<file path="config.mk">
export PLATFORM = sky130hd
export DESIGN_NAME = lcd_bar_graph_renderer_unit
export DESIGN_NICKNAME = d
export VERILOG_FILES = /design/src/hdl/lbg_pkg.sv /design/src/hdl/lcd_bar_graph_renderer_unit.sv /design/src/hdl/lbg_front.sv /design/src/hdl/lbg_queue.sv /design/src/hdl/lbg_back.sv
export SDC_FILE = /design/constraint.sdc
export NUM_CORES = 1
export LEC_CHECK = 0
export ABC_AREA = 1
export BUFFER_PORTS_ARGS = -buffer_cell sky130_fd_sc_hd__buf_2
export CAP_MARGIN = 20
export CORE_ASPECT_RATIO = 0.8
export CORE_MARGIN = 2
export CORE_UTILIZATION = 60
export DETAILED_ROUTE_END_ITERATION = 8
export PLACE_DENSITY = 0.78
export SLEW_MARGIN = 10
export SYNTH_ARGS = -nofsm -noshare
export SYNTH_HDL_FRONTEND = slang
export SYNTH_SLANG_ARGS = --single-unit
export TNS_END_PERCENT = 10
</file>
<file path="constraint.sdc">
create_clock -name clk -period 9 [get_ports clk]
set_clock_uncertainty 0.05 [all_clocks]
set_input_delay 0.45 -clock clk [delete_from_list [all_inputs] [get_ports clk]]
set_output_delay 0.45 -clock clk [all_outputs]
set_load 0.01 [all_outputs]
</file>
<file path="src/hdl/lbg_pkg.sv">
package lbg_pkg;

	typedef struct packed {
		logic [7:0] value;
		logic [7:0] full_scale;
		logic       show_percent;
	} in_item_t;

	typedef struct packed {
		logic       kind;
		logic [3:0] column;
		logic [7:0] code;
		logic       last;
	} out_item_t;

	// widths sized for the largest bar and cell the design supports
	localparam int CNT_W  = 6;
	localparam int PART_W = 3;
	localparam int DIV_W  = 15;
	localparam int PCT_QW = 7;
	localparam int COL_W  = 4;

	localparam logic KIND_DATA   = 1'b0;
	localparam logic KIND_CURSOR = 1'b1;

	localparam logic [7:0] PCT_FULL   = 8'd100;
	localparam logic [7:0] ASCII_ZERO = 8'h30;
	localparam logic [7:0] ASCII_ONE  = 8'h31;
	localparam logic [7:0] ASCII_PCT  = 8'h25;

	localparam int QUEUE_DEPTH = 2;
	localparam int QPTR_W      = 1;
	localparam int QCNT_W      = 2;

	typedef struct packed {
		logic              at_full;
		logic              show_pct;
		logic [CNT_W-1:0]  full_cells;
		logic [PART_W-1:0] partial;
		logic [3:0]        tens;
		logic [3:0]        ones;
	} bar_desc_t;

endpackage

</file>
<file path="src/hdl/lcd_bar_graph_renderer_unit.sv">
// Each accepted item turns into one run of character-LCD writes: a cursor move to
// column 0, CELLS_IN_BAR bar cells (plus a blank cell when the bar is full), then
// the optional percent text. A run is CELLS_IN_BAR+1 to CELLS_IN_BAR+7 beats long
// (17 to 23 at the defaults), the final beat marked by last. The back end puts out
// one beat per cycle while out_ready is high, with no gap between runs while the
// next item waits in the queue, so the output port paces a steady stream.
// The front end works each item through a bit-serial divider, in a bar step and a
// pixel step and, when the percent text is wanted, a percent step; an item at full
// scale skips the divider. It works ahead of the back end through a two-entry
// queue, stalling only while that queue is full.
module lcd_bar_graph_renderer_unit
	import lbg_pkg::*;
#(
	parameter int CELLS_IN_BAR    = 16,
	parameter int PIXELS_PER_CELL = 5
) (
	input  logic      clk,
	input  logic      arst_n,
	input  logic      in_valid,
	output logic      in_ready,
	input  in_item_t  in_data,
	output logic      out_valid,
	input  logic      out_ready,
	output out_item_t out_data
);

	logic      push_valid;
	logic      push_ready;
	bar_desc_t push_data;
	logic      pop_valid;
	logic      pop_ready;
	bar_desc_t pop_data;

	lbg_front #(
		.CELLS_IN_BAR    (CELLS_IN_BAR),
		.PIXELS_PER_CELL (PIXELS_PER_CELL)
	) u_front (
		.clk        (clk),
		.arst_n     (arst_n),
		.in_valid   (in_valid),
		.in_ready   (in_ready),
		.in_data    (in_data),
		.push_valid (push_valid),
		.push_ready (push_ready),
		.push_data  (push_data)
	);

	lbg_queue u_queue (
		.clk        (clk),
		.arst_n     (arst_n),
		.push_valid (push_valid),
		.push_ready (push_ready),
		.push_data  (push_data),
		.pop_valid  (pop_valid),
		.pop_ready  (pop_ready),
		.pop_data   (pop_data)
	);

	lbg_back #(
		.CELLS_IN_BAR    (CELLS_IN_BAR),
		.PIXELS_PER_CELL (PIXELS_PER_CELL)
	) u_back (
		.clk       (clk),
		.arst_n    (arst_n),
		.pop_valid (pop_valid),
		.pop_ready (pop_ready),
		.pop_data  (pop_data),
		.out_valid (out_valid),
		.out_ready (out_ready),
		.out_data  (out_data)
	);

endmodule

</file>
<file path="src/hdl/lbg_front.sv">
module lbg_front
	import lbg_pkg::*;
#(
	parameter int CELLS_IN_BAR    = 16,
	parameter int PIXELS_PER_CELL = 5
) (
	input  logic      clk,
	input  logic      arst_n,
	input  logic      in_valid,
	output logic      in_ready,
	input  in_item_t  in_data,
	output logic      push_valid,
	input  logic      push_ready,
	output bar_desc_t push_data
);

	localparam int BAR_QW = $clog2(CELLS_IN_BAR);
	localparam int PIX_QW = $clog2(PIXELS_PER_CELL);

	localparam logic [2:0] ST_IDLE = 3'd0;
	localparam logic [2:0] ST_BAR  = 3'd1;
	localparam logic [2:0] ST_PIX  = 3'd2;
	localparam logic [2:0] ST_PCT  = 3'd3;
	localparam logic [2:0] ST_PUSH = 3'd4;

	// divide by ten as multiply and shift, exact below 128
	localparam logic [15:0] RECIP_TEN   = 16'd205;
	localparam int          RECIP_SHIFT = 11;

	logic [2:0]        state_q;
	logic [7:0]        value_q;
	logic [7:0]        fs_q;
	logic              pct_q;
	logic              at_full_q;
	logic [DIV_W-1:0]  rem_q;
	logic [DIV_W-1:0]  den_q;
	logic [PCT_QW-1:0] quo_q;
	logic [2:0]        step_q;
	logic [CNT_W-1:0]  full_q;
	logic [PART_W-1:0] part_q;

	logic              ge;
	logic [DIV_W-1:0]  rem_nx;
	logic [PCT_QW-1:0] quo_nx;
	logic              step_done;
	logic [7:0]        v_cl;
	logic [15:0]       tens_prod;
	logic [3:0]        tens;
	logic [3:0]        ones;

	assign ge        = rem_q >= den_q;
	assign rem_nx    = ge ? rem_q - den_q : rem_q;
	assign quo_nx    = {quo_q[PCT_QW-2:0], ge};
	assign step_done = step_q == 3'd0;
	assign v_cl      = (in_data.value > in_data.full_scale) ? in_data.full_scale : in_data.value;

	assign tens_prod = (16'(quo_q) * RECIP_TEN) >> RECIP_SHIFT;
	assign tens      = tens_prod[3:0];
	assign ones      = 4'(quo_q - 7'(tens) * 7'd10);

	assign in_ready   = state_q == ST_IDLE;
	assign push_valid = state_q == ST_PUSH;

	always_comb begin
		push_data.at_full    = at_full_q;
		push_data.show_pct   = pct_q;
		push_data.full_cells = full_q;
		push_data.partial    = part_q;
		push_data.tens       = tens;
		push_data.ones       = ones;
	end

	always_ff @(posedge clk or negedge arst_n) begin
		if (!arst_n) begin
			state_q <= ST_IDLE;
		end else begin
			unique case (state_q)
				ST_IDLE: begin
					if (in_valid) begin
						state_q <= (v_cl == in_data.full_scale) ? ST_PUSH : ST_BAR;
					end
				end
				ST_BAR: begin
					if (step_done) begin
						state_q <= ST_PIX;
					end
				end
				ST_PIX: begin
					if (step_done) begin
						state_q <= pct_q ? ST_PCT : ST_PUSH;
					end
				end
				ST_PCT: begin
					if (step_done) begin
						state_q <= ST_PUSH;
					end
				end
				ST_PUSH: begin
					if (push_ready) begin
						state_q <= ST_IDLE;
					end
				end
				default: state_q <= ST_IDLE;
			endcase
		end
	end

	// shared restoring divider, one quotient bit a cycle
	always_ff @(posedge clk) begin
		unique case (state_q)
			ST_IDLE: begin
				value_q   <= v_cl;
				fs_q      <= in_data.full_scale;
				pct_q     <= in_data.show_percent;
				at_full_q <= v_cl == in_data.full_scale;
				rem_q     <= DIV_W'(int'(v_cl) * CELLS_IN_BAR);
				den_q     <= DIV_W'(int'(in_data.full_scale) << (BAR_QW - 1));
				step_q    <= 3'(BAR_QW - 1);
				quo_q     <= '0;
			end
			ST_BAR: begin
				rem_q  <= rem_nx;
				den_q  <= den_q >> 1;
				quo_q  <= quo_nx;
				step_q <= step_q - 3'd1;
				if (step_done) begin
					full_q <= CNT_W'(quo_nx);
					rem_q  <= DIV_W'(int'(rem_nx[7:0]) * PIXELS_PER_CELL);
					den_q  <= DIV_W'(int'(fs_q) << (PIX_QW - 1));
					step_q <= 3'(PIX_QW - 1);
					quo_q  <= '0;
				end
			end
			ST_PIX: begin
				rem_q  <= rem_nx;
				den_q  <= den_q >> 1;
				quo_q  <= quo_nx;
				step_q <= step_q - 3'd1;
				if (step_done) begin
					part_q <= PART_W'(quo_nx);
					rem_q  <= DIV_W'(int'(value_q) * int'(PCT_FULL));
					den_q  <= DIV_W'(int'(fs_q) << (PCT_QW - 1));
					step_q <= 3'(PCT_QW - 1);
					quo_q  <= '0;
				end
			end
			ST_PCT: begin
				rem_q  <= rem_nx;
				den_q  <= den_q >> 1;
				quo_q  <= quo_nx;
				step_q <= step_q - 3'd1;
			end
			ST_PUSH: begin
				quo_q <= quo_q;
			end
			default: begin
				quo_q <= quo_q;
			end
		endcase
	end

endmodule

</file>
<file path="src/hdl/lbg_queue.sv">
module lbg_queue
	import lbg_pkg::*;
(
	input  logic      clk,
	input  logic      arst_n,
	input  logic      push_valid,
	output logic      push_ready,
	input  bar_desc_t push_data,
	output logic      pop_valid,
	input  logic      pop_ready,
	output bar_desc_t pop_data
);

	bar_desc_t         mem_q [QUEUE_DEPTH];
	logic [QPTR_W-1:0] wr_ptr_q;
	logic [QPTR_W-1:0] rd_ptr_q;
	logic [QCNT_W-1:0] count_q;
	logic              do_push;
	logic              do_pop;

	assign push_ready = count_q != QCNT_W'(QUEUE_DEPTH);
	assign pop_valid  = count_q != '0;
	assign pop_data   = mem_q[rd_ptr_q];
	assign do_push    = push_valid && push_ready;
	assign do_pop     = pop_valid && pop_ready;

	always_ff @(posedge clk) begin
		if (do_push) begin
			mem_q[wr_ptr_q] <= push_data;
		end
	end

	// pointers wrap on their own, depth is a power of two
	always_ff @(posedge clk or negedge arst_n) begin
		if (!arst_n) begin
			wr_ptr_q <= '0;
			rd_ptr_q <= '0;
			count_q  <= '0;
		end else begin
			if (do_push) begin
				wr_ptr_q <= wr_ptr_q + QPTR_W'(1);
			end
			if (do_pop) begin
				rd_ptr_q <= rd_ptr_q + QPTR_W'(1);
			end
			if (do_push && !do_pop) begin
				count_q <= count_q + QCNT_W'(1);
			end else if (do_pop && !do_push) begin
				count_q <= count_q - QCNT_W'(1);
			end
		end
	end

endmodule

</file>
<file path="src/hdl/lbg_back.sv">
module lbg_back
	import lbg_pkg::*;
#(
	parameter int CELLS_IN_BAR    = 16,
	parameter int PIXELS_PER_CELL = 5
) (
	input  logic      clk,
	input  logic      arst_n,
	input  logic      pop_valid,
	output logic      pop_ready,
	input  bar_desc_t pop_data,
	output logic      out_valid,
	input  logic      out_ready,
	output out_item_t out_data
);

	localparam int POS_W = $clog2(CELLS_IN_BAR + 8);

	localparam logic [POS_W-1:0] POS_BAR_END   = POS_W'(CELLS_IN_BAR);
	localparam logic [POS_W-1:0] POS_EXTRA     = POS_W'(CELLS_IN_BAR + 1);
	localparam logic [POS_W-1:0] POS_PCT_FULL  = POS_W'(CELLS_IN_BAR + 2);
	localparam logic [POS_W-1:0] POS_PCT_PART  = POS_W'(CELLS_IN_BAR + 1);
	localparam logic [POS_W-1:0] LAST_FULL_PCT = POS_W'(CELLS_IN_BAR + 6);
	localparam logic [POS_W-1:0] LAST_PART_PCT = POS_W'(CELLS_IN_BAR + 3);
	localparam logic [7:0]       CODE_FULL     = 8'(PIXELS_PER_CELL);
	localparam logic [COL_W-1:0] COL_LAST      = COL_W'(CELLS_IN_BAR - 1);

	logic             busy_q;
	bar_desc_t        desc_q;
	logic [POS_W-1:0] pos_q;
	logic             out_valid_q;
	out_item_t        out_q;

	out_item_t        wr;
	logic [POS_W-1:0] cell_idx;
	logic [POS_W-1:0] pct_pos;
	logic [2:0]       pct_idx;
	logic [POS_W-1:0] last_pos;
	logic             emit;

	assign cell_idx = pos_q - POS_W'(1);
	assign pct_pos  = pos_q - (desc_q.at_full ? POS_PCT_FULL : POS_PCT_PART);
	assign pct_idx  = pct_pos[2:0];

	always_comb begin
		priority if (desc_q.at_full && desc_q.show_pct) begin
			last_pos = LAST_FULL_PCT;
		end else if (desc_q.at_full) begin
			last_pos = POS_EXTRA;
		end else if (desc_q.show_pct) begin
			last_pos = LAST_PART_PCT;
		end else begin
			last_pos = POS_BAR_END;
		end
	end

	always_comb begin
		wr.kind   = KIND_DATA;
		wr.column = '0;
		wr.code   = '0;
		wr.last   = pos_q == last_pos;
		priority if (pos_q == '0) begin
			wr.kind = KIND_CURSOR;
		end else if (pos_q <= POS_BAR_END) begin
			if (desc_q.at_full || 8'(cell_idx) < 8'(desc_q.full_cells)) begin
				wr.code = CODE_FULL;
			end else if (8'(cell_idx) == 8'(desc_q.full_cells)) begin
				wr.code = 8'(desc_q.partial);
			end
		end else if (desc_q.at_full && pos_q == POS_EXTRA) begin
			// the cell past the bar stays blank when full
			wr.code = '0;
		end else if (desc_q.at_full) begin
			unique case (pct_idx)
				3'd0: begin
					wr.kind   = KIND_CURSOR;
					wr.column = COL_LAST;
				end
				3'd1:    wr.code = ASCII_ONE;
				3'd2:    wr.code = ASCII_ZERO;
				3'd3:    wr.code = ASCII_ZERO;
				default: wr.code = ASCII_PCT;
			endcase
		end else begin
			unique case (pct_idx)
				3'd0:    wr.code = ASCII_ZERO + 8'(desc_q.tens);
				3'd1:    wr.code = ASCII_ZERO + 8'(desc_q.ones);
				default: wr.code = ASCII_PCT;
			endcase
		end
	end

	assign emit      = busy_q && (!out_valid_q || out_ready);
	assign pop_ready = !busy_q || (emit && wr.last);
	assign out_valid = out_valid_q;
	assign out_data  = out_q;

	always_ff @(posedge clk or negedge arst_n) begin
		if (!arst_n) begin
			busy_q      <= 1'b0;
			pos_q       <= '0;
			out_valid_q <= 1'b0;
		end else begin
			if (pop_valid && pop_ready) begin
				busy_q <= 1'b1;
				pos_q  <= '0;
			end else if (emit) begin
				pos_q <= pos_q + POS_W'(1);
				if (wr.last) begin
					busy_q <= 1'b0;
				end
			end
			if (emit) begin
				out_valid_q <= 1'b1;
			end else if (out_ready) begin
				out_valid_q <= 1'b0;
			end
		end
	end

	always_ff @(posedge clk) begin
		if (pop_valid && pop_ready) begin
			desc_q <= pop_data;
		end
		if (emit) begin
			out_q <= wr;
		end
	end

endmodule

</file>
==> flow_summary.toml <==
[setup_path]
worstSetupPathType = "reg -> reg"
worstPathMaxFanout = 6
rr_startpoint = "u_front.quo_q[2]"
critPathRequiredTime_ns = 9.11
r2r_slack_ns = 4.39
cp_top_family = "adder cells"
crit_path_start_kind = "flop"
startpoint = "u_front.quo_q[2]"
r2r_cells = 17
rr_endpoint = "u_queue.mem_q[0][3]"
max_stage_delay_ns = 0.53
crit_top_cell = "ha_1"
cp.depth = 17
crit_chain = "ha_1 -> ha_1 -> or2_2 -> fa_1 -> ha_1 -> ha_1 -> nand2_1 -> nor2_1 -> a211oi_1 -> nand2_1 -> xor2_1 -> ha_1 -> inv_1 -> fa_1 -> xnor2_1 -> xor2_1 -> xor2_1"
setup.worst_path.end_class = "flop"
cp.arrival_ns = 4.72
cp_slowest_cell = "edfxtp_1"
crit_end = "u_queue.mem_q[0][3]"
worst-path-buf-inv = 1

[synth]
syn-cell-area_um2 = 9640
synth_seq_cells = 146
netlist.area_leader.share_pct = 41.1
synth_xor_area_share_pct = 2.91
synth_top_family_by_area = "adder cells"
async_reset_ff_share_pct = 9.59
syn_inst = 1038
synth_edf_count = 132
seq_area_frac_synth_pct = 44.8
yosysUniqueCellTypes = 52
synth_adder_area_share_pct = 17.5
yosysTopAreaCell = "edfxtp_1"
synthMuxAreaShare_pct = 0
synth_top_flop_cell = "edfxtp_1"
synth_area_per_cell_um2 = 9.29
yosysWarningCount = 0
synth-simple-area-share_pct = 17.4
synth_compound_area_share_pct = 9.67
synthTopCellsByArea = "edfxtp_1 (41%), ha_1 (14%), nand2_1 (8.5%)"

[floorplanning]
die_area_um2 = 17100
fp-row-count = 41
start_util_pct = 61.2
die_h_um = 117
core_um2 = 15700
io_pins = 37
die_x_um = 146

[routing]
wl_um = 20600
drt-initial-drc-count = 604
dr.pass1.iters = 5
routedWlPerCell_um = 15.8
dr_total_vias = 7147
antenna_left = 0
drc_errors = 0
vias_per_cell = 5.48

[hold_path]
worstHoldPathCells = 1
hold_class = "in -> reg"

[sta]
rsz0062_at_grt = "false"
tightest_slew_ns = 0.863
min_period_over_period_pct = 51.2
tns_ns = 0
hold_viol_final = 0
maxSlewViolCount = 0
setup_violations = 0
fmax_ghz = 0.217
min_period_ns = 4.61
max_slew_margin_pct = 42.4

[cts]
cts-buffers-inserted = 17
cts_tree = "built"
htreeDepth = 4
max-clock-path-buffers = 2
cts_setup_buffers = 0
clk_pin_slew_ns = 0.07
cts.sinks = 146
clk_latency_ns = 0.43
cts_resized = 0
clockRootBuffer = "clkbuf_16"

[placement]
dp_hpwl_um = 15500
gp_congestion = 0.942
port_buffers = 34

[global_routing]
grt.total_usage_pct = 25.6
grt_max_degree = 33
grt_pass1_vias = 6994
antenna_found_initial = 0
grt-ovfl-total = 0
grt_pass1_wl_um = 34600

[final_layout]
drive_gt1_share_pct = 10.4
nets = 1223
antenna_cells = 0
area_growth_pct = 9.68
final_core_util_pct = 67.1

[run_status]
status = "finished clean"

[flow_run]
maxCapViolCount = 0
-- layout by cell type (no fill, tap or decap), types with 10 or more instances in the layout --
cell type / netlist / layout
o21ai_0: 43 / 43
xnor2_1: 12 / 12
a21oi_1: 48 / 48
inv_1: 156 / 156
buf_2: 7 / 34
clkbuf_16: 0 / 17
ha_1: 111 / 111
fa_1: 15 / 15
nor2_1: 88 / 87
or2_2: 10 / 10
nand3_1: 41 / 41
dfrtp_1: 14 / 14
xor2_1: 20 / 20
edfxtp_1: 132 / 132
nand2_1: 219 / 219
-- stage by stage --
step	setup slack (ns)	std cells	hold WS, ns	area, um^2
floorplan	4.70	1039	0.104	9640
global placement	4.42	1271	0.313	10000
detailed placement	4.37	1271	0.316	10000
CTS	4.36	1304	0.159	10600
global route	4.11	1304	0.157	10600
finish	4.39	1304	0.171	10600
-- worst min path at each step --
stage,start,endpoint,slack [ns]
6_report,in_data[8],u_front.fs_q[7],0.17
4_1_cts,in_data[0],u_front.pct_q,0.16
2_1_floorplan,arst_n,u_back.busy_q,0.10
3_5_place_dp,arst_n,u_queue.count_q[0],0.32
5_1_grt,in_data[0],u_front.pct_q,0.16
3_3_place_gp,arst_n,u_front.state_q[2],0.31
-- flip-flops by register name (all words and copies together), names as in the netlist, 2 cells and up --
| register | cells |
|---|---|
| u_queue.mem_q | 38 |
| u_back.desc_q | 19 |
| u_front.rem_q | 15 |
| u_front.den_q | 14 |
| u_back.out_data | 9 |
| u_front.fs_q | 8 |
| u_front.value_q | 8 |
| u_front.quo_q | 7 |
| u_front.full_q | 6 |
| u_back.pos_q | 5 |
| u_front.part_q | 3 |
| u_front.state_q | 3 |
| u_front.step_q | 3 |
| u_queue.count_q | 2 |
-- layer usage --
layer  vias to the layer above  share of wire, %  global-route usage (%)
li1                       3563                 -                       -
met1                      3313                49                    37.8
met2                       251                42                    38.1
met3                        20               8.4                    6.65
met4                         0              0.91                    5.76
met5                         -                 0                       0
-- cells in the mapped netlist, types with 12 or more instances --
library cell,n
inv_1,156
nor2_1,88
dfrtp_1,14
nand2_1,219
edfxtp_1,132
fa_1,15
xnor2_1,12
nand3_1,41
a21oi_1,48
o21ai_0,43
ha_1,111
xor2_1,20
-- cell families (layout without fill, tap and decap cells) --
kind of cell / after synthesis / after routing
adder cells (fa/ha/maj): 126 / 126
XOR/XNOR: 32 / 32
other: 1 / 2
AO/OA/AOI/OAI: 154 / 154
flip-flops: 146 / 146
buffers and inverters: 187 / 237
AND/OR/NAND/NOR: 392 / 392
-- cell type report --
class                   instances  area, um^2
fillers                      1252        5180
multi-input cells             706        4590
flip-flops and latches        146        4310
inverters                     165         622
clock buffers                  17         425
well taps                     215         269
repair buffers                 40         218
clock inverters                15         136
-- what timing repair did --
item                                   4_1_cts  5_1_grt
endpoints found under the hold margin       14        0
setup endpoints to repair                    0        0
hold buffers                                 1        0
Power is not shown: default switching activity piles up to over one toggle a cycle in this logic, so the estimate is an artifact.
